[src/sv/cdml_pkg.sv]
// cdml_pkg: shared types and constants for the card-detect mount lifecycle block
// no dependencies; compiled first
package cdml_pkg;

  localparam int DELAY_W    = 16;
  localparam int SAMPLES_W  = 4;
  localparam int APB_ADDR_W = 3;
  localparam int APB_DATA_W = 32;

  localparam logic OP_POLL  = 1'b0;
  localparam logic OP_START = 1'b1;

  localparam logic [DELAY_W-1:0]   DEFAULT_INSERTION_DELAY  = 16'd100;
  localparam logic [SAMPLES_W-1:0] DEFAULT_REQUIRED_SAMPLES = 4'd3;

  typedef enum logic {
    REG_INSERTION_DELAY  = 1'b0,
    REG_REQUIRED_SAMPLES = 1'b1
  } reg_idx_t;

  typedef struct packed {
    logic [DELAY_W-1:0]   insertion_delay_ms;
    logic [SAMPLES_W-1:0] required_samples;
  } cfg_t;

  typedef struct packed {
    logic mount_attempt;
    logic logging_started;
    logic logging_stopped;
    logic unmount_attempt;
    logic is_mounted;
    logic settled_present;
  } result_t;

endpackage

[src/sv/cdml_cmd_if.sv]
// cdml_cmd_if: input channel, one poll or start word per handshake
// standalone; width follows TIME_BITS
interface cdml_cmd_if #(
  parameter int TIME_BITS = 48
);
  logic                 valid;
  logic                 ready;
  logic                 operation;
  logic [TIME_BITS-1:0] now_ms;
  logic                 card_present;
  logic                 mount_ok;
  logic                 unmount_ok;

  modport source (
    output valid, operation, now_ms, card_present, mount_ok, unmount_ok,
    input  ready
  );
  modport sink (
    input  valid, operation, now_ms, card_present, mount_ok, unmount_ok,
    output ready
  );
endinterface

[src/sv/cdml_rsp_if.sv]
// cdml_rsp_if: result channel, one event and status word per handshake
// standalone
interface cdml_rsp_if;
  logic valid;
  logic ready;
  logic mount_attempt;
  logic logging_started;
  logic logging_stopped;
  logic unmount_attempt;
  logic is_mounted;
  logic settled_present;

  modport source (
    output valid, mount_attempt, logging_started, logging_stopped, unmount_attempt,
           is_mounted, settled_present,
    input  ready
  );
  modport sink (
    input  valid, mount_attempt, logging_started, logging_stopped, unmount_attempt,
           is_mounted, settled_present,
    output ready
  );
endinterface

[src/sv/cdml_regs.sv]
// cdml_regs: apb configuration registers (insertion delay, required samples)
// depends on cdml_pkg
module cdml_regs (
  input  logic                             clk,
  input  logic                             rst,
  input  logic                             psel,
  input  logic                             penable,
  input  logic                             pwrite,
  input  logic [cdml_pkg::APB_ADDR_W-1:0]  paddr,
  input  logic [cdml_pkg::APB_DATA_W-1:0]  pwdata,
  output logic [cdml_pkg::APB_DATA_W-1:0]  prdata,
  output logic                             pready,
  output cdml_pkg::cfg_t                   cfg
);
  import cdml_pkg::*;

  reg_idx_t idx;
  logic     wr_en;

  assign idx    = reg_idx_t'(paddr[2]);
  assign wr_en  = psel && penable && pwrite;
  assign pready = 1'b1;

  always_ff @(posedge clk) begin
    if (rst) begin
      cfg.insertion_delay_ms <= DEFAULT_INSERTION_DELAY;
      cfg.required_samples   <= DEFAULT_REQUIRED_SAMPLES;
    end else if (wr_en) begin
      unique case (idx)
        REG_INSERTION_DELAY:  cfg.insertion_delay_ms <= pwdata[DELAY_W-1:0];
        REG_REQUIRED_SAMPLES: cfg.required_samples   <= pwdata[SAMPLES_W-1:0];
      endcase
    end
  end

  always_comb begin
    unique case (idx)
      REG_INSERTION_DELAY:
        prdata = {{(APB_DATA_W-DELAY_W){1'b0}}, cfg.insertion_delay_ms};
      REG_REQUIRED_SAMPLES:
        prdata = {{(APB_DATA_W-SAMPLES_W){1'b0}}, cfg.required_samples};
    endcase
  end

endmodule

[src/sv/cdml_rem.sv]
// cdml_rem: remainder of a time difference by the sample period
// standalone; eight dividend bits per cycle by reciprocal multiplication
module cdml_rem #(
  parameter int TIME_BITS = 48,
  parameter int DIVISOR   = 200
) (
  input  logic                                 clk,
  input  logic                                 rst,
  input  logic                                 start,
  input  logic                                 clear,
  input  logic [TIME_BITS-1:0]                 dividend,
  output logic                                 busy,
  output logic                                 done,
  output logic [$clog2(DIVISOR+1)-1:0]         rem
);
  localparam int RW    = $clog2(DIVISOR + 1);
  localparam int DW    = 8;
  localparam int NSTEP = (TIME_BITS + DW - 1) / DW;
  localparam int PW    = NSTEP * DW;
  localparam int VW    = RW + DW;
  localparam int LW    = $clog2(DIVISOR);
  localparam int SH    = VW + LW;
  localparam int MW    = VW + 2;
  localparam int PRW   = VW + MW;
  localparam int CW    = $clog2(NSTEP + 1);
  localparam logic [63:0] MUL64 =
    ((64'd1 << SH) + 64'(DIVISOR) - 64'd1) / 64'(DIVISOR);
  localparam logic [MW-1:0] MUL   = MW'(MUL64);
  localparam logic [VW-1:0] DIV_V = VW'(DIVISOR);

  logic [PW-1:0]  shreg;
  logic [CW-1:0]  cnt;
  logic [VW-1:0]  val;
  logic [PRW-1:0] prod;
  logic [DW-1:0]  quo;
  logic [VW-1:0]  val_sub;
  logic [RW-1:0]  rem_next;

  // partial remainder times 256 plus the next dividend byte, reduced by the period
  always_comb begin
    val      = {rem, shreg[PW-1 -: DW]};
    prod     = PRW'(val) * PRW'(MUL);
    quo      = prod[SH +: DW];
    val_sub  = val - VW'(quo) * DIV_V;
    rem_next = val_sub[RW-1:0];
  end

  always_ff @(posedge clk) begin
    if (rst) begin
      busy <= 1'b0;
      done <= 1'b0;
    end else if (start) begin
      busy <= 1'b1;
      done <= 1'b0;
    end else if (busy) begin
      if (cnt == CW'(1)) begin
        busy <= 1'b0;
        done <= 1'b1;
      end
    end else if (clear) begin
      done <= 1'b0;
    end
  end

  always_ff @(posedge clk) begin
    if (start) begin
      shreg <= PW'(dividend);
      rem   <= '0;
      cnt   <= CW'(NSTEP);
    end else if (busy) begin
      shreg <= shreg << DW;
      rem   <= rem_next;
      cnt   <= cnt - CW'(1);
    end
  end

endmodule

[src/sv/cdml_lifecycle.sv]
// cdml_lifecycle: lifecycle state and single-pass update for one word
// depends on cdml_pkg and cdml_rem
module cdml_lifecycle #(
  parameter int TIME_BITS        = 48,
  parameter int SAMPLE_PERIOD_MS = 200
) (
  input  logic                  clk,
  input  logic                  rst,
  input  logic                  item_valid,
  input  logic                  operation,
  input  logic [TIME_BITS-1:0]  now_ms,
  input  logic                  card_present,
  input  logic                  mount_ok,
  input  logic                  unmount_ok,
  input  cdml_pkg::cfg_t        cfg,
  input  logic                  fire,
  output logic                  item_done,
  output cdml_pkg::result_t     result
);
  import cdml_pkg::*;

  localparam int RW = $clog2(SAMPLE_PERIOD_MS + 1);
  localparam logic [TIME_BITS-1:0] PERIOD = TIME_BITS'(SAMPLE_PERIOD_MS);

  function automatic logic [TIME_BITS-1:0] sat_add(input logic [TIME_BITS-1:0] base,
                                                   input logic [TIME_BITS-1:0] add);
    logic [TIME_BITS:0] s;
    s = {1'b0, base} + {1'b0, add};
    return s[TIME_BITS] ? {TIME_BITS{1'b1}} : s[TIME_BITS-1:0];
  endfunction

  logic                 running;
  logic                 mounted_flag;
  logic                 stable_level;
  logic [SAMPLES_W-1:0] mismatch_count;
  logic                 mount_waiting;
  logic [TIME_BITS-1:0] mount_due_time;
  logic [TIME_BITS-1:0] next_sample_time;

  logic                 running_next;
  logic                 mounted_flag_next;
  logic                 stable_level_next;
  logic [SAMPLES_W-1:0] mismatch_count_next;
  logic                 mount_waiting_next;
  logic [TIME_BITS-1:0] mount_due_time_next;
  logic [TIME_BITS-1:0] next_sample_time_next;

  logic [TIME_BITS-1:0] diff;
  logic                 sample_due;
  logic                 small_diff;
  logic                 need_slow;
  logic [RW-1:0]        rem_sel;
  logic [TIME_BITS-1:0] base;
  logic [SAMPLES_W-1:0] cnt_inc;
  logic                 mount_try;

  logic                 mod_start;
  logic                 mod_busy;
  logic                 mod_done;
  logic [RW-1:0]        mod_rem;

  assign diff       = now_ms - next_sample_time;
  assign sample_due = now_ms >= next_sample_time;
  assign small_diff = diff < PERIOD;
  assign need_slow  = (operation == OP_POLL) && running && sample_due && !small_diff;
  assign item_done  = !need_slow || mod_done;
  assign mod_start  = item_valid && need_slow && !mod_busy && !mod_done;
  assign rem_sel    = small_diff ? diff[RW-1:0] : mod_rem;
  assign base       = now_ms - TIME_BITS'(rem_sel);
  assign cnt_inc    = mismatch_count + SAMPLES_W'(1);

  cdml_rem #(
    .TIME_BITS (TIME_BITS),
    .DIVISOR   (SAMPLE_PERIOD_MS)
  ) u_rem (
    .clk      (clk),
    .rst      (rst),
    .start    (mod_start),
    .clear    (fire),
    .dividend (diff),
    .busy     (mod_busy),
    .done     (mod_done),
    .rem      (mod_rem)
  );

  always_comb begin
    running_next          = running;
    mounted_flag_next     = mounted_flag;
    stable_level_next     = stable_level;
    mismatch_count_next   = mismatch_count;
    mount_waiting_next    = mount_waiting;
    mount_due_time_next   = mount_due_time;
    next_sample_time_next = next_sample_time;
    mount_try             = 1'b0;
    result                = '0;

    if (operation == OP_START) begin
      mounted_flag_next     = 1'b0;
      stable_level_next     = 1'b0;
      mismatch_count_next   = '0;
      mount_waiting_next    = 1'b0;
      next_sample_time_next = sat_add(now_ms, PERIOD);
      running_next          = 1'b1;
      if (card_present) begin
        result.mount_attempt = 1'b1;
        if (mount_ok) begin
          mounted_flag_next      = 1'b1;
          result.logging_started = 1'b1;
        end
      end
    end else if (running) begin
      // pending mount fires first
      if (mount_waiting && now_ms >= mount_due_time) begin
        mount_waiting_next = 1'b0;
        mount_try          = !mounted_flag;
        if (mount_try) begin
          result.mount_attempt = 1'b1;
          if (mount_ok) begin
            mounted_flag_next      = 1'b1;
            result.logging_started = 1'b1;
          end
        end
      end
      if (sample_due) begin
        next_sample_time_next = sat_add(base, PERIOD);
        if (card_present == stable_level) begin
          mismatch_count_next = '0;
        end else if (cnt_inc >= cfg.required_samples) begin
          stable_level_next   = card_present;
          mismatch_count_next = '0;
          if (card_present) begin
            mount_waiting_next  = 1'b1;
            mount_due_time_next = sat_add(now_ms,
                                          TIME_BITS'(cfg.insertion_delay_ms));
          end else begin
            mount_waiting_next = 1'b0;
            if (mounted_flag_next) begin
              result.logging_stopped = 1'b1;
              result.unmount_attempt = 1'b1;
              if (unmount_ok) begin
                mounted_flag_next = 1'b0;
              end
            end
          end
        end else begin
          mismatch_count_next = cnt_inc;
        end
      end
    end

    result.is_mounted      = mounted_flag_next;
    result.settled_present = stable_level_next;
  end

  always_ff @(posedge clk) begin
    if (rst) begin
      running          <= 1'b0;
      mounted_flag     <= 1'b0;
      stable_level     <= 1'b0;
      mismatch_count   <= '0;
      mount_waiting    <= 1'b0;
      next_sample_time <= '0;
    end else if (fire) begin
      running          <= running_next;
      mounted_flag     <= mounted_flag_next;
      stable_level     <= stable_level_next;
      mismatch_count   <= mismatch_count_next;
      mount_waiting    <= mount_waiting_next;
      next_sample_time <= next_sample_time_next;
    end
  end

  always_ff @(posedge clk) begin
    if (fire) begin
      mount_due_time <= mount_due_time_next;
    end
  end

endmodule

[src/sv/card_detect_mount_lifecycle_top.sv]
// channel | dir  | payload                                                  | handshake
// cmd     | in   | operation, now_ms, card_present, mount_ok, unmount_ok   | valid/ready
// res     | out  | mount_attempt, logging_started/stopped, unmount_attempt, | valid/ready
//         |      | is_mounted, settled_present                              |
// cfg     | in   | apb: insertion_delay_ms @0x0, required_samples @0x4      | psel/penable
//
// one word per cycle unless stalled; words pass the input register, then the result register
// a poll landing a full sample period or more past the next sample time runs the
// remainder unit, and that word stays in the input register until the remainder is done
// synchronous active-high reset clears control and loads register defaults; no clearing pass
// a stalled result register holds; an empty input register still takes a word meanwhile
// depends on cdml_pkg, cdml_cmd_if, cdml_rsp_if, cdml_regs, cdml_lifecycle
module card_detect_mount_lifecycle_top #(
  parameter int TIME_BITS        = 48,
  parameter int SAMPLE_PERIOD_MS = 200
) (
  input  logic                             clk,
  input  logic                             rst,
  cdml_cmd_if.sink                         cmd,
  cdml_rsp_if.source                       res,
  input  logic                             psel,
  input  logic                             penable,
  input  logic                             pwrite,
  input  logic [cdml_pkg::APB_ADDR_W-1:0]  paddr,
  input  logic [cdml_pkg::APB_DATA_W-1:0]  pwdata,
  output logic [cdml_pkg::APB_DATA_W-1:0]  prdata,
  output logic                             pready
);
  import cdml_pkg::*;

  cfg_t                 cfg;
  logic                 a_valid;
  logic                 a_operation;
  logic [TIME_BITS-1:0] a_now_ms;
  logic                 a_card_present;
  logic                 a_mount_ok;
  logic                 a_unmount_ok;
  logic                 a_done;
  logic                 a_fire;
  logic                 out_free;
  logic                 res_valid;
  result_t              a_result;
  result_t              res_word;

  assign out_free  = !res_valid || res.ready;
  assign a_fire    = a_valid && a_done && out_free;
  assign cmd.ready = !a_valid || a_fire;

  cdml_regs u_regs (
    .clk     (clk),
    .rst     (rst),
    .psel    (psel),
    .penable (penable),
    .pwrite  (pwrite),
    .paddr   (paddr),
    .pwdata  (pwdata),
    .prdata  (prdata),
    .pready  (pready),
    .cfg     (cfg)
  );

  cdml_lifecycle #(
    .TIME_BITS        (TIME_BITS),
    .SAMPLE_PERIOD_MS (SAMPLE_PERIOD_MS)
  ) u_life (
    .clk          (clk),
    .rst          (rst),
    .item_valid   (a_valid),
    .operation    (a_operation),
    .now_ms       (a_now_ms),
    .card_present (a_card_present),
    .mount_ok     (a_mount_ok),
    .unmount_ok   (a_unmount_ok),
    .cfg          (cfg),
    .fire         (a_fire),
    .item_done    (a_done),
    .result       (a_result)
  );

  always_ff @(posedge clk) begin
    if (rst) begin
      a_valid   <= 1'b0;
      res_valid <= 1'b0;
    end else begin
      if (cmd.ready) begin
        a_valid <= cmd.valid;
      end
      if (a_fire) begin
        res_valid <= 1'b1;
      end else if (res.ready) begin
        res_valid <= 1'b0;
      end
    end
  end

  always_ff @(posedge clk) begin
    if (cmd.ready && cmd.valid) begin
      a_operation    <= cmd.operation;
      a_now_ms       <= cmd.now_ms;
      a_card_present <= cmd.card_present;
      a_mount_ok     <= cmd.mount_ok;
      a_unmount_ok   <= cmd.unmount_ok;
    end
    if (a_fire) begin
      res_word <= a_result;
    end
  end

  assign res.valid           = res_valid;
  assign res.mount_attempt   = res_word.mount_attempt;
  assign res.logging_started = res_word.logging_started;
  assign res.logging_stopped = res_word.logging_stopped;
  assign res.unmount_attempt = res_word.unmount_attempt;
  assign res.is_mounted      = res_word.is_mounted;
  assign res.settled_present = res_word.settled_present;

endmodule

[src/flat_wrapper.sv]
// flat-port wrapper written by rule: the top's interface ports become plain ports
module card_detect_mount_lifecycle_top_flat import cdml_pkg::*;
#(
  parameter int TIME_BITS        = 48,
  parameter int SAMPLE_PERIOD_MS = 200
)
  (clk, rst, psel, penable, pwrite, paddr, pwdata, prdata, pready, cmd_valid, cmd_operation, cmd_now_ms, cmd_card_present, cmd_mount_ok, cmd_unmount_ok, cmd_ready, res_valid, res_mount_attempt, res_logging_started, res_logging_stopped, res_unmount_attempt, res_is_mounted, res_settled_present, res_ready);
  cdml_cmd_if #(.TIME_BITS(TIME_BITS)) cmd_i ();
  cdml_rsp_if res_i ();
  input  logic clk;
  input  logic rst;
  input  logic psel;
  input  logic penable;
  input  logic pwrite;
  input  logic [cdml_pkg::APB_ADDR_W-1:0] paddr;
  input  logic [cdml_pkg::APB_DATA_W-1:0] pwdata;
  output logic [cdml_pkg::APB_DATA_W-1:0] prdata;
  output logic pready;
  input wire logic [$bits(cmd_i.valid)-1:0] cmd_valid;
  input wire logic [$bits(cmd_i.operation)-1:0] cmd_operation;
  input wire logic [$bits(cmd_i.now_ms)-1:0] cmd_now_ms;
  input wire logic [$bits(cmd_i.card_present)-1:0] cmd_card_present;
  input wire logic [$bits(cmd_i.mount_ok)-1:0] cmd_mount_ok;
  input wire logic [$bits(cmd_i.unmount_ok)-1:0] cmd_unmount_ok;
  output wire logic [$bits(cmd_i.ready)-1:0] cmd_ready;
  output wire logic [$bits(res_i.valid)-1:0] res_valid;
  output wire logic [$bits(res_i.mount_attempt)-1:0] res_mount_attempt;
  output wire logic [$bits(res_i.logging_started)-1:0] res_logging_started;
  output wire logic [$bits(res_i.logging_stopped)-1:0] res_logging_stopped;
  output wire logic [$bits(res_i.unmount_attempt)-1:0] res_unmount_attempt;
  output wire logic [$bits(res_i.is_mounted)-1:0] res_is_mounted;
  output wire logic [$bits(res_i.settled_present)-1:0] res_settled_present;
  input wire logic [$bits(res_i.ready)-1:0] res_ready;
  assign cmd_i.valid = cmd_valid;
  assign cmd_i.operation = cmd_operation;
  assign cmd_i.now_ms = cmd_now_ms;
  assign cmd_i.card_present = cmd_card_present;
  assign cmd_i.mount_ok = cmd_mount_ok;
  assign cmd_i.unmount_ok = cmd_unmount_ok;
  assign cmd_ready = cmd_i.ready;
  assign res_valid = res_i.valid;
  assign res_mount_attempt = res_i.mount_attempt;
  assign res_logging_started = res_i.logging_started;
  assign res_logging_stopped = res_i.logging_stopped;
  assign res_unmount_attempt = res_i.unmount_attempt;
  assign res_is_mounted = res_i.is_mounted;
  assign res_settled_present = res_i.settled_present;
  assign res_i.ready = res_ready;
  card_detect_mount_lifecycle_top #(.TIME_BITS(TIME_BITS), .SAMPLE_PERIOD_MS(SAMPLE_PERIOD_MS)) u_core (.clk(clk), .rst(rst), .cmd(cmd_i), .res(res_i), .psel(psel), .penable(penable), .pwrite(pwrite), .paddr(paddr), .pwdata(pwdata), .prdata(prdata), .pready(pready));
endmodule
[config.mk]
export PLATFORM = sky130hd
export DESIGN_NAME = card_detect_mount_lifecycle_top_flat
export DESIGN_NICKNAME = d
export VERILOG_FILES = /design/src/sv/cdml_pkg.sv /design/src/sv/cdml_cmd_if.sv /design/src/sv/cdml_rsp_if.sv /design/src/sv/cdml_regs.sv /design/src/sv/cdml_rem.sv /design/src/sv/cdml_lifecycle.sv /design/src/sv/card_detect_mount_lifecycle_top.sv /design/src/flat_wrapper.sv
export SDC_FILE = /design/constraint.sdc
export NUM_CORES = 1
export LEC_CHECK = 0
export BUFFER_PORTS_ARGS = -buffer_cell sky130_fd_sc_hd__buf_2
export CAP_MARGIN = 10
export CORE_MARGIN = 10
export CORE_UTILIZATION = 43
export DETAILED_ROUTE_END_ITERATION = 12
export SLEW_MARGIN = 5
export SYNTH_ARGS = -nofsm -noshare
export SYNTH_HDL_FRONTEND = slang
export SYNTH_SLANG_ARGS = --single-unit
[constraint.sdc]
create_clock -name clk -period 9.4 [get_ports clk]
set_input_delay 1.88 -clock clk [delete_from_list [all_inputs] [get_ports clk]]
set_output_delay 1.88 -clock clk [all_outputs]
set_load 0.05 [all_outputs]
==> flow_metrics.tcl, run 1 <==
set metrics [dict create \
    worstHoldStart "u_core.u_life.next_sample_time[14]" \
    netlist_instances 2730 \
    max_freq_ghz 0.110 \
    maxSlewHeadroom 0.237 \
    grt_first_pass_wirelength_mm 114 \
    finalWeightedCongestion 0.973 \
    hold_buffers 0 \
    tns_ns 0 \
    drt_first_pass_iters 5 \
    insertedDiodeCount 0 \
    crit_start "u_core.a_now_ms[22]" \
    finalSetupViolations 0 \
    ys.flop_type "edfxtp_1" \
    routed_via_density 5.70 \
    tightest_slew_ns 1.14 \
    cts_tree "done" \
    grt_pass1_vias 20400 \
    cp_slowest_cell "or4_1" \
    initial_utilization 0.434 \
    rr_startpoint "u_core.a_now_ms[22]" \
    place_area_mm2 0.0256 \
    drc 0 \
    root_buffer "clkbuf_16" \
    grt-ovfl-total 0 \
    drtIter0Drc 1275 \
    die-area_mm2 0.0653 \
    worstPathRequired_ns 9.88 \
    fp.dieW_um 256 \
    ys_warn_count 0 \
    maxCapViolCount 0 \
    finalHoldViolations 0 \
    clock_skew_ns 0.0170 \
    fin_area_mm2 0.0265 \
    grt_max_degree 55 \
    port_buffers 99 \
    grtUsageTotal 0.214 \
    final_common_cell "inv_1" \
    finalCoreUtilization 0.481 \
    ir_worst_vdd_mv 0.745 \
    p_total_uw 10400 \
    mostFrequentLayoutCells "inv_1, ha_1, nand2_1, a21oi_1, nor2_1" \
    cp_common_cell "or4_1" \
    period_share 0.968 \
    die-height_um 256 \
    slew_violations 0 \
    async_flop_share 0 \
    worstRegToRegCells 28 \
    status "finished, final reports clean" \
    avgSynthCellArea_um2 8.75 \
    cts.clk_slew.worst_paths_ns 0.06 \
    layout-area-overhead-vs-synth_pct 10.9 \
    synth_edf_count 153 \
    hpwl_mm 58.5 \
    htree_levels 1 \
    netlist_area_mm2 0.0239 \
    crit_type "flop to flop" \
    cts_buffer_depth 3 \
    ys_seq_area_frac 0.269 \
    drive_above_1_share 0.125 \
    totalWireLength_mm 72.3 \
    num_vias 20500 \
    path_max_fanout 21 \
    endpoint "u_core.u_life.next_sample_time[43]" \
    core_area_mm2 0.0550 \
    rsz0062_at_grt "false" \
    end_kind "flop" \
    p_leak_uw 0.0109 \
    antenna_found_initial 0 \
    detail-route-antenna-nets 0 \
    ys_seq_elements 244 \
    worstPathArrival_ns 9.58 \
    nets 3271 \
    power.density_mw_per_mm2 391 \
    wl_per_cell_um 20.1 \
    fin_crit_ns 9.10 \
    rrSetupSlack_ns 0.30 \
    min_path_type "flop to flop" \
    worst_setup_path_start_kind "flop" \
    r2r_end "u_core.u_life.next_sample_time[43]" \
    cts_made_buffers 27 \
    clk_latency_ns 0.57 \
    num_rows 86 \
    cpPeakStageDelay_ns 0.71 \
    synth_cell_type_count 93 \
    num_io_pins 135 \
    clkSinkCount 244 \
]
==> area by class of cell <==
class	count	area, µm²
clock buffers	33	738
clock inverters	17	148
fillers	5353	28500
inverters	262	983
multi-input cells	2081	15900
flip-flops and latches	244	6420
well taps	748	936
repair buffers	210	1340
==> layer usage <==
metal  wire (µm)  track usage  share of wire  vias up
li1            -            -              -     9959
met4        1760       0.0567          0.024        0
met5           0            0              0        -
met2       34300        0.363           0.47      527
met3        3140       0.0183          0.043       98
met1       33100        0.287           0.46     9905
==> cell usage after synthesis (52+ instances only) <==
library cell,number,area share
edfxtp_1,153,0.19
inv_1,262,0.041
a21o_1,57,0.018
o21ai_0,142,0.030
a21oi_1,185,0.039
nand2_1,218,0.034
ha_1,251,0.13
xor2_1,69,0.025
dfxtp_1,91,0.076
nand4_1,52,0.014
nor3_1,70,0.015
nand3_1,90,0.019
nor2_1,164,0.026
xnor2_1,94,0.034
clkbuf_1,122,0.019
fa_1,100,0.084
==> state kept, by name (all words and copies together) (netlist names), 3 cells and up <==
signal,flops
u_core.u_regs.cfg,20
u_core.u_life.u_rem.cnt,3
u_core.u_life.mismatch_count,4
u_core.u_life.u_rem.rem,8
u_core.u_life.u_rem.shreg,48
u_core.u_life.next_sample_time,48
u_core.u_life.mount_due_time,48
u_core.a_now_ms,48
==> metrics by stage <==
step	setup WS [ns]	hold WS, ns	std cells
detailed placement	0.274	0.461	3545
CTS	0.260	0.470	3595
floorplan	0.884	0.439	2745
global route	0.00821	0.494	3595
finish	0.301	0.470	3595
global placement	0.420	0.453	3545
==> worst min-delay path by stage <==
stage,to,depth (start not counted)
finish,u_core.u_life.next_sample_time[14],2
global route,u_core.u_life.next_sample_time[14],2
CTS,u_core.u_life.u_rem.done,2
detailed placement,u_core.u_life.u_rem.done,2
global placement,u_core.u_life.mount_waiting,2
floorplan,u_core.u_life.mount_waiting,2
==> cells by family after synthesis <==
logic type	Yosys count	synth area share
adder cells (fa/ha/maj)	351	0.215
AND/OR/NAND/NOR	837	0.178
other	2	0.000315
buffers and inverters	420	0.0703
XOR/XNOR	164	0.0605
AO/OA/AOI/OAI	641	0.174
multiplexers	71	0.0322
flip-flops	244	0.269
==> critical path: cells and delay by family (launching register included) <==
| kind | cells | cell delay [ns] |
|---|---|---|
| simple gates | 12 | 4.21 |
| compound gates | 8 | 2.04 |
| buf+inv | 3 | 0.62 |
| flops | 1 | 0.49 |
| fa+ha+maj | 2 | 0.92 |
| mux | 1 | 0.40 |
| xor+xnor | 2 | 0.33 |
==> repair_timing <==
item / in CTS / in global routing
buffers inserted: 0 / 0
endpoints found under the setup margin: 0 / 43
resized for setup: 0 / 6
==> power breakdown <==
group          internal (µW)  total [µW]  switching (µW)
logic                   3680        7990            4310
registers               1200        1300            95.3
clock network            613        1070             454
total                   5500       10400            4860
(Power assumes the default switching activity.)
==> run 2, diff against run 1 <==
RECOVER_POWER = 100   (was default)
==> run 2 against run 1 <==
Effect of this change:
- the flow now finishes with violations (max-capacitance violations, max-slew violations)
- critical path depth is the same
- sequential share of layout area increased by 0.076 points
- clock skew is essentially flat
- register-to-register slack improved by 0.04 ns
- critical path type unchanged
- critical endpoint unchanged
- largest cell class unchanged
==> flow_metrics.tcl, run 2 (synthesis gave the netlist of run 1 again) <==
set metrics [dict create \
    status "finished with violations" \
    failed_checks "max-capacitance violations, max-slew violations" \
    worstHoldPathCells 2 \
    grt_first_pass_wirelength_mm 114 \
    path_max_fanout 21 \
    root_buffer "clkbuf_16" \
    clock_skew_ns 0.0171 \
    drive_above_1_share 0.110 \
    core_area_mm2 0.0550 \
    grt-ovfl-total 0 \
    totalWireLength_mm 72.1 \
    rrSetupSlack_ns 0.35 \
    drt_first_pass_iters 8 \
    initial_utilization 0.434 \
    cts_buffer_depth 3 \
    finalWeightedCongestion 0.973 \
    cpPeakStageDelay_ns 0.71 \
    multi_input_area_mm2 0.0159 \
    drtIter0Drc 1405 \
    end_kind "flop" \
    worstRegToRegCells 28 \
    grt_pass1_vias 20400 \
    final.setup.worst_slack_ns 0.346 \
    wl_per_cell_um 20.1 \
    ir_worst_vdd_mv 0.745 \
    num_vias 20500 \
    clk_latency_ns 0.57 \
    max_freq_ghz 0.110 \
    fin_cells 3595 \
    worst_setup_path_start_kind "flop" \
    insertedDiodeCount 0 \
    hold_buffers 0 \
    finalHoldViolations 0 \
    detail-route-antenna-nets 0 \
    grtUsageTotal 0.214 \
    die-height_um 256 \
    mostFrequentLayoutCells "inv_1, ha_1, nand2_1, a21oi_1, nor2_1" \
    fin_area_mm2 0.0264 \
    nFillCells 5376 \
    drc 0 \
    finalSetupViolations 0 \
    period_share 0.963 \
    timing.hold.ws_ns 0.473 \
    port_buffers 99 \
    layout-area-overhead-vs-synth_pct 10.5 \
    routed_via_density 5.69 \
    cp_common_cell "or4_1" \
    tns_ns 0 \
    place_area_mm2 0.0256 \
    num_rows 86 \
    maxSlewHeadroom -1.28 \
    cp_slowest_cell "or4_1" \
    cts.clk_slew.worst_paths_ns 0.06 \
    cts_made_buffers 27 \
    worstPathArrival_ns 9.53 \
    slew_violations 230 \
    fp.dieW_um 256 \
    die-area_mm2 0.0653 \
    maxCapViolCount 5 \
    fin_crit_ns 9.05 \
    cts_setup_buffers 0 \
    num_io_pins 135 \
    dp_slack_ns 0.274 \
    regArea_mm2 0.00642 \
    tightest_slew_ns 3.41 \
    min_path_type "flop to flop" \
    p_leak_uw 0.0108 \
    grt_max_degree 55 \
    antenna_found_initial 0 \
    clkSinkCount 244 \
    place_inst 3545 \
    worstPathRequired_ns 9.88 \
    power.density_mw_per_mm2 392 \
    hpwl_mm 58.5 \
    final_common_cell "inv_1" \
    crit_type "flop to flop" \
    nets 3271 \
    rsz0062_at_grt "false" \
    htree_levels 1 \
    cts_tree "done" \
]
==> run 2: cell types whose count changed in the layout (fill, tap and decap cells not counted), moves of 4 or more <==
cell,previous run,this run
mux2_1,0,4
clkbuf_1,2,38
mux2_2,47,43
buf_4,110,100
buf_2,99,73
and2_1,29,22
and2_0,0,7
==> run 2: critical path, delay by kind of cell, from the launching register on <==
family | cells | cell delay, ns
adder cells (fa/ha/maj) | 2 | 0.92
flip-flops | 1 | 0.49
AND/OR/NAND/NOR | 12 | 4.18
AO/OA/AOI/OAI | 8 | 2.01
buffers and inverters | 3 | 0.62
multiplexers | 1 | 0.42
XOR/XNOR | 2 | 0.33
==> run 2: layout make-up <==
type	instances	area share
Clock buffer	33	0.0280
Clock inverter	17	0.00560
Inverter	262	0.0373
Multi-Input combinational cell	2081	0.602
Sequential cell	244	0.243
Tap cell	748	0.0355
Timing Repair Buffer	210	0.0482
==> run 2: path summary, 6_finish.rpt <==
path / start / endpoint
max: u_core.a_now_ms[22] / u_core.u_life.next_sample_time[43]
min: u_core.u_life.next_sample_time[14] / u_core.u_life.next_sample_time[14]
max reg2reg: u_core.a_now_ms[22] / u_core.u_life.next_sample_time[43]
min reg2reg: u_core.u_life.next_sample_time[14] / u_core.u_life.next_sample_time[14]
==> run 2: metal layers <==
layer / vias up / wire length [µm] / track usage
met3: 97 / 3210 / 0.0183
met5: - / 0 / 0
met1: 9883 / 32900 / 0.287
li1: 9963 / - / -
met4: 0 / 1720 / 0.0567
met2: 524 / 34300 / 0.363
==> run 2: power by group <==
group	total, µW	leakage [µW]	switching [µW]	internal, µW
clock	1070	0.000438	453	613
combinational	7980	0.00821	4310	3670
sequential	1300	0.00216	95.1	1200
total	10300	0.0108	4860	5490
==> run 2: timing repair <==
| item | 4_1_cts | 5_1_grt |
|---|---|---|
| endpoints found under the setup margin | 0 | 43 |
| gates resized for setup | 0 | 6 |
| endpoints found under the hold margin | 0 | 0 |
==> run 2: per-stage QoR <==
stage	utilization	total power, µW
final	0.480	10300
after global routing	0.480	11600
after CTS	0.481	10500
after detailed placement	0.465	9350
after global placement	0.465	9150
after floorplan	-	7590
==> run 3, diff against run 2 <==
CORE_UTILIZATION = 60   (was 43)
PLACE_DENSITY = 0.79   (was default)
==> run 3 against run 2 <==
Effect of this change:
- the run still ends with max-capacitance violations, max-slew violations left
- global-route usage rose by 8.4 points
- core utilization rose by 18 points
- die area fell by 26%
- sequential power barely moved
- non-clock buffer count fell by 7
- critical path depth did not move
- hold slack improved by 0.0016 ns
- combinational power rose by 1%
==> flow_metrics.tcl, run 3 (synthesis gave the netlist of run 1 again) <==
set metrics [dict create \
    status "finished with violations" \
    failed_checks "max-capacitance violations, max-slew violations" \
    worstPathArrival_ns 9.49 \
    grt_max_degree 55 \
    power.density_mw_per_mm2 400 \
    grt_pass1_vias 20900 \
    timing.hold.ws_ns 0.474 \
    rrSetupSlack_ns 0.41 \
    finalWeightedCongestion 0.981 \
    hpwl_mm 57.8 \
    mostFrequentLayoutCells "inv_1, ha_1, nand2_1, a21oi_1, nor2_1" \
    period_share 0.957 \
    port_buffers 99 \
    insertedDiodeCount 0 \
    min_path_type "flop to flop" \
    clk_latency_ns 0.57 \
    core_area_mm2 0.0395 \
    drtIter0Drc 1942 \
    detail-route-antenna-nets 0 \
    num_io_pins 135 \
    tns_ns 0 \
    nets 3264 \
    antenna_found_initial 0 \
    cpPeakStageDelay_ns 0.64 \
    place_area_mm2 0.0252 \
    rsz0062_at_grt "false" \
    routed_via_density 6.29 \
    maxSlewHeadroom -1.29 \
    worstRegToRegCells 28 \
    clock_skew_ns 0.0141 \
    slew_violations 246 \
    clkSinkCount 244 \
    drive_above_1_share 0.108 \
    regArea_mm2 0.00642 \
    tightest_slew_ns 3.42 \
    finalSetupViolations 0 \
    htree_levels 1 \
    crit_type "flop to flop" \
    die-height_um 219 \
    num_vias 21200 \
    crit_start "u_core.a_now_ms[21]" \
    cts_made_buffers 27 \
    finalCoreUtilization 0.659 \
    p_leak_uw 0.0107 \
    worstPathRequired_ns 9.90 \
    cts_tree "done" \
    root_buffer "clkbuf_16" \
    drc 0 \
    multi_input_area_mm2 0.0159 \
    nFillCells 3322 \
    totalWireLength_mm 72.2 \
    num_rows 73 \
    rr_startpoint "u_core.a_now_ms[21]" \
    ir_worst_vdd_mv 1.42 \
    grt-ovfl-total 0 \
    fp.dieW_um 219 \
    r2r_end "u_core.u_life.next_sample_time[7]" \
    grtUsageTotal 0.298 \
    worst_setup_path_start_kind "flop" \
    cts_buffer_depth 3 \
    fin_area_mm2 0.0261 \
    initial_utilization 0.604 \
    layout-area-overhead-vs-synth_pct 9.16 \
    end_kind "flop" \
    grt_first_pass_wirelength_mm 115 \
    die-area_mm2 0.0482 \
    cp_slowest_cell "or4_1" \
    final_common_cell "inv_1" \
    fin_crit_ns 8.99 \
    finalHoldViolations 0 \
    drt_first_pass_iters 6 \
    path_max_fanout 21 \
    wl_per_cell_um 21.5 \
    endpoint "u_core.u_life.next_sample_time[7]" \
    max_freq_ghz 0.111 \
    maxCapViolCount 6 \
    cts.clk_slew.worst_paths_ns 0.06 \
]
run 3: cell count changes in the layout (fill, tap and decap cells not counted), sizes merged:
cell,previous run,this run
buf,174,163
clkbuf,69,73
bufinv,2,3
clkinv,11,10
run 3: per-stage QoR:
| step | setup WS, ns | total power (µW) | instances |
|---|---|---|---|
| 6_report | 0.405 | 10400 | 3365 |
| 5_1_grt | 0.0234 | 11600 | 3365 |
| 4_1_cts | 0.214 | 10500 | 3365 |
| 3_5_place_dp | 0.331 | 9340 | 3315 |
| 3_3_place_gp | 0.446 | 8990 | 3315 |
| 2_1_floorplan | 0.884 | 7590 | 2745 |
run 3: area by class of cell:
class	count	area share
Sequential cell	244	0.246
Inverter	262	0.0377
Clock inverter	17	0.00672
Tap cell	525	0.0252
Clock buffer	33	0.0268
Multi-Input combinational cell	2081	0.610
Timing Repair Buffer	203	0.0469
run 3: how the worst min path moves through the flow:
| stage | startpoint | end | slack (ns) | cells past startpoint |
|---|---|---|---|---|
| finish | u_core.u_regs.cfg[8] | u_core.u_regs.cfg[8] | 0.47 | 2 |
| global route | u_core.u_regs.cfg[8] | u_core.u_regs.cfg[8] | 0.49 | 2 |
| CTS | u_core.u_regs.cfg[8] | u_core.u_regs.cfg[8] | 0.47 | 2 |
| detailed placement | u_core.u_life.u_rem.done | u_core.u_life.u_rem.done | 0.46 | 2 |
| global placement | u_core.u_life.mount_waiting | u_core.u_life.mount_waiting | 0.45 | 2 |
| floorplan | u_core.u_life.mount_waiting | u_core.u_life.mount_waiting | 0.44 | 2 |
run 3: per-layer routing:
metal,vias up,part of all wire,track usage
li1,9956,-,-
met1,10100,0.41,0.391
met2,924,0.47,0.492
met3,158,0.074,0.0348
met4,0,0.042,0.124
met5,-,0,0
run 3: power breakdown:
group	switching, µW	internal, µW	total (µW)
clock network	452	612	1060
logic	4360	3710	8070
registers	93.6	1200	1300
run 3: timing repair:
item,in CTS,in global routing
endpoints found under the setup margin,0,47
resized for setup,0,17
hold buffers,0,0
buffers inserted,0,0
run 3: worst max-delay path: cells and delay by family, from the launching register on:
family / cells / cell delay (ns)
AOI/OAI and AO/OA: 9 / 2.51
xor gates and xnor gates: 1 / 0.19
adders and majority gates: 2 / 0.88
buffers and inverters: 4 / 0.78
DFF: 1 / 0.48
muxes: 1 / 0.33
and+or+nand+nor: 11 / 3.70
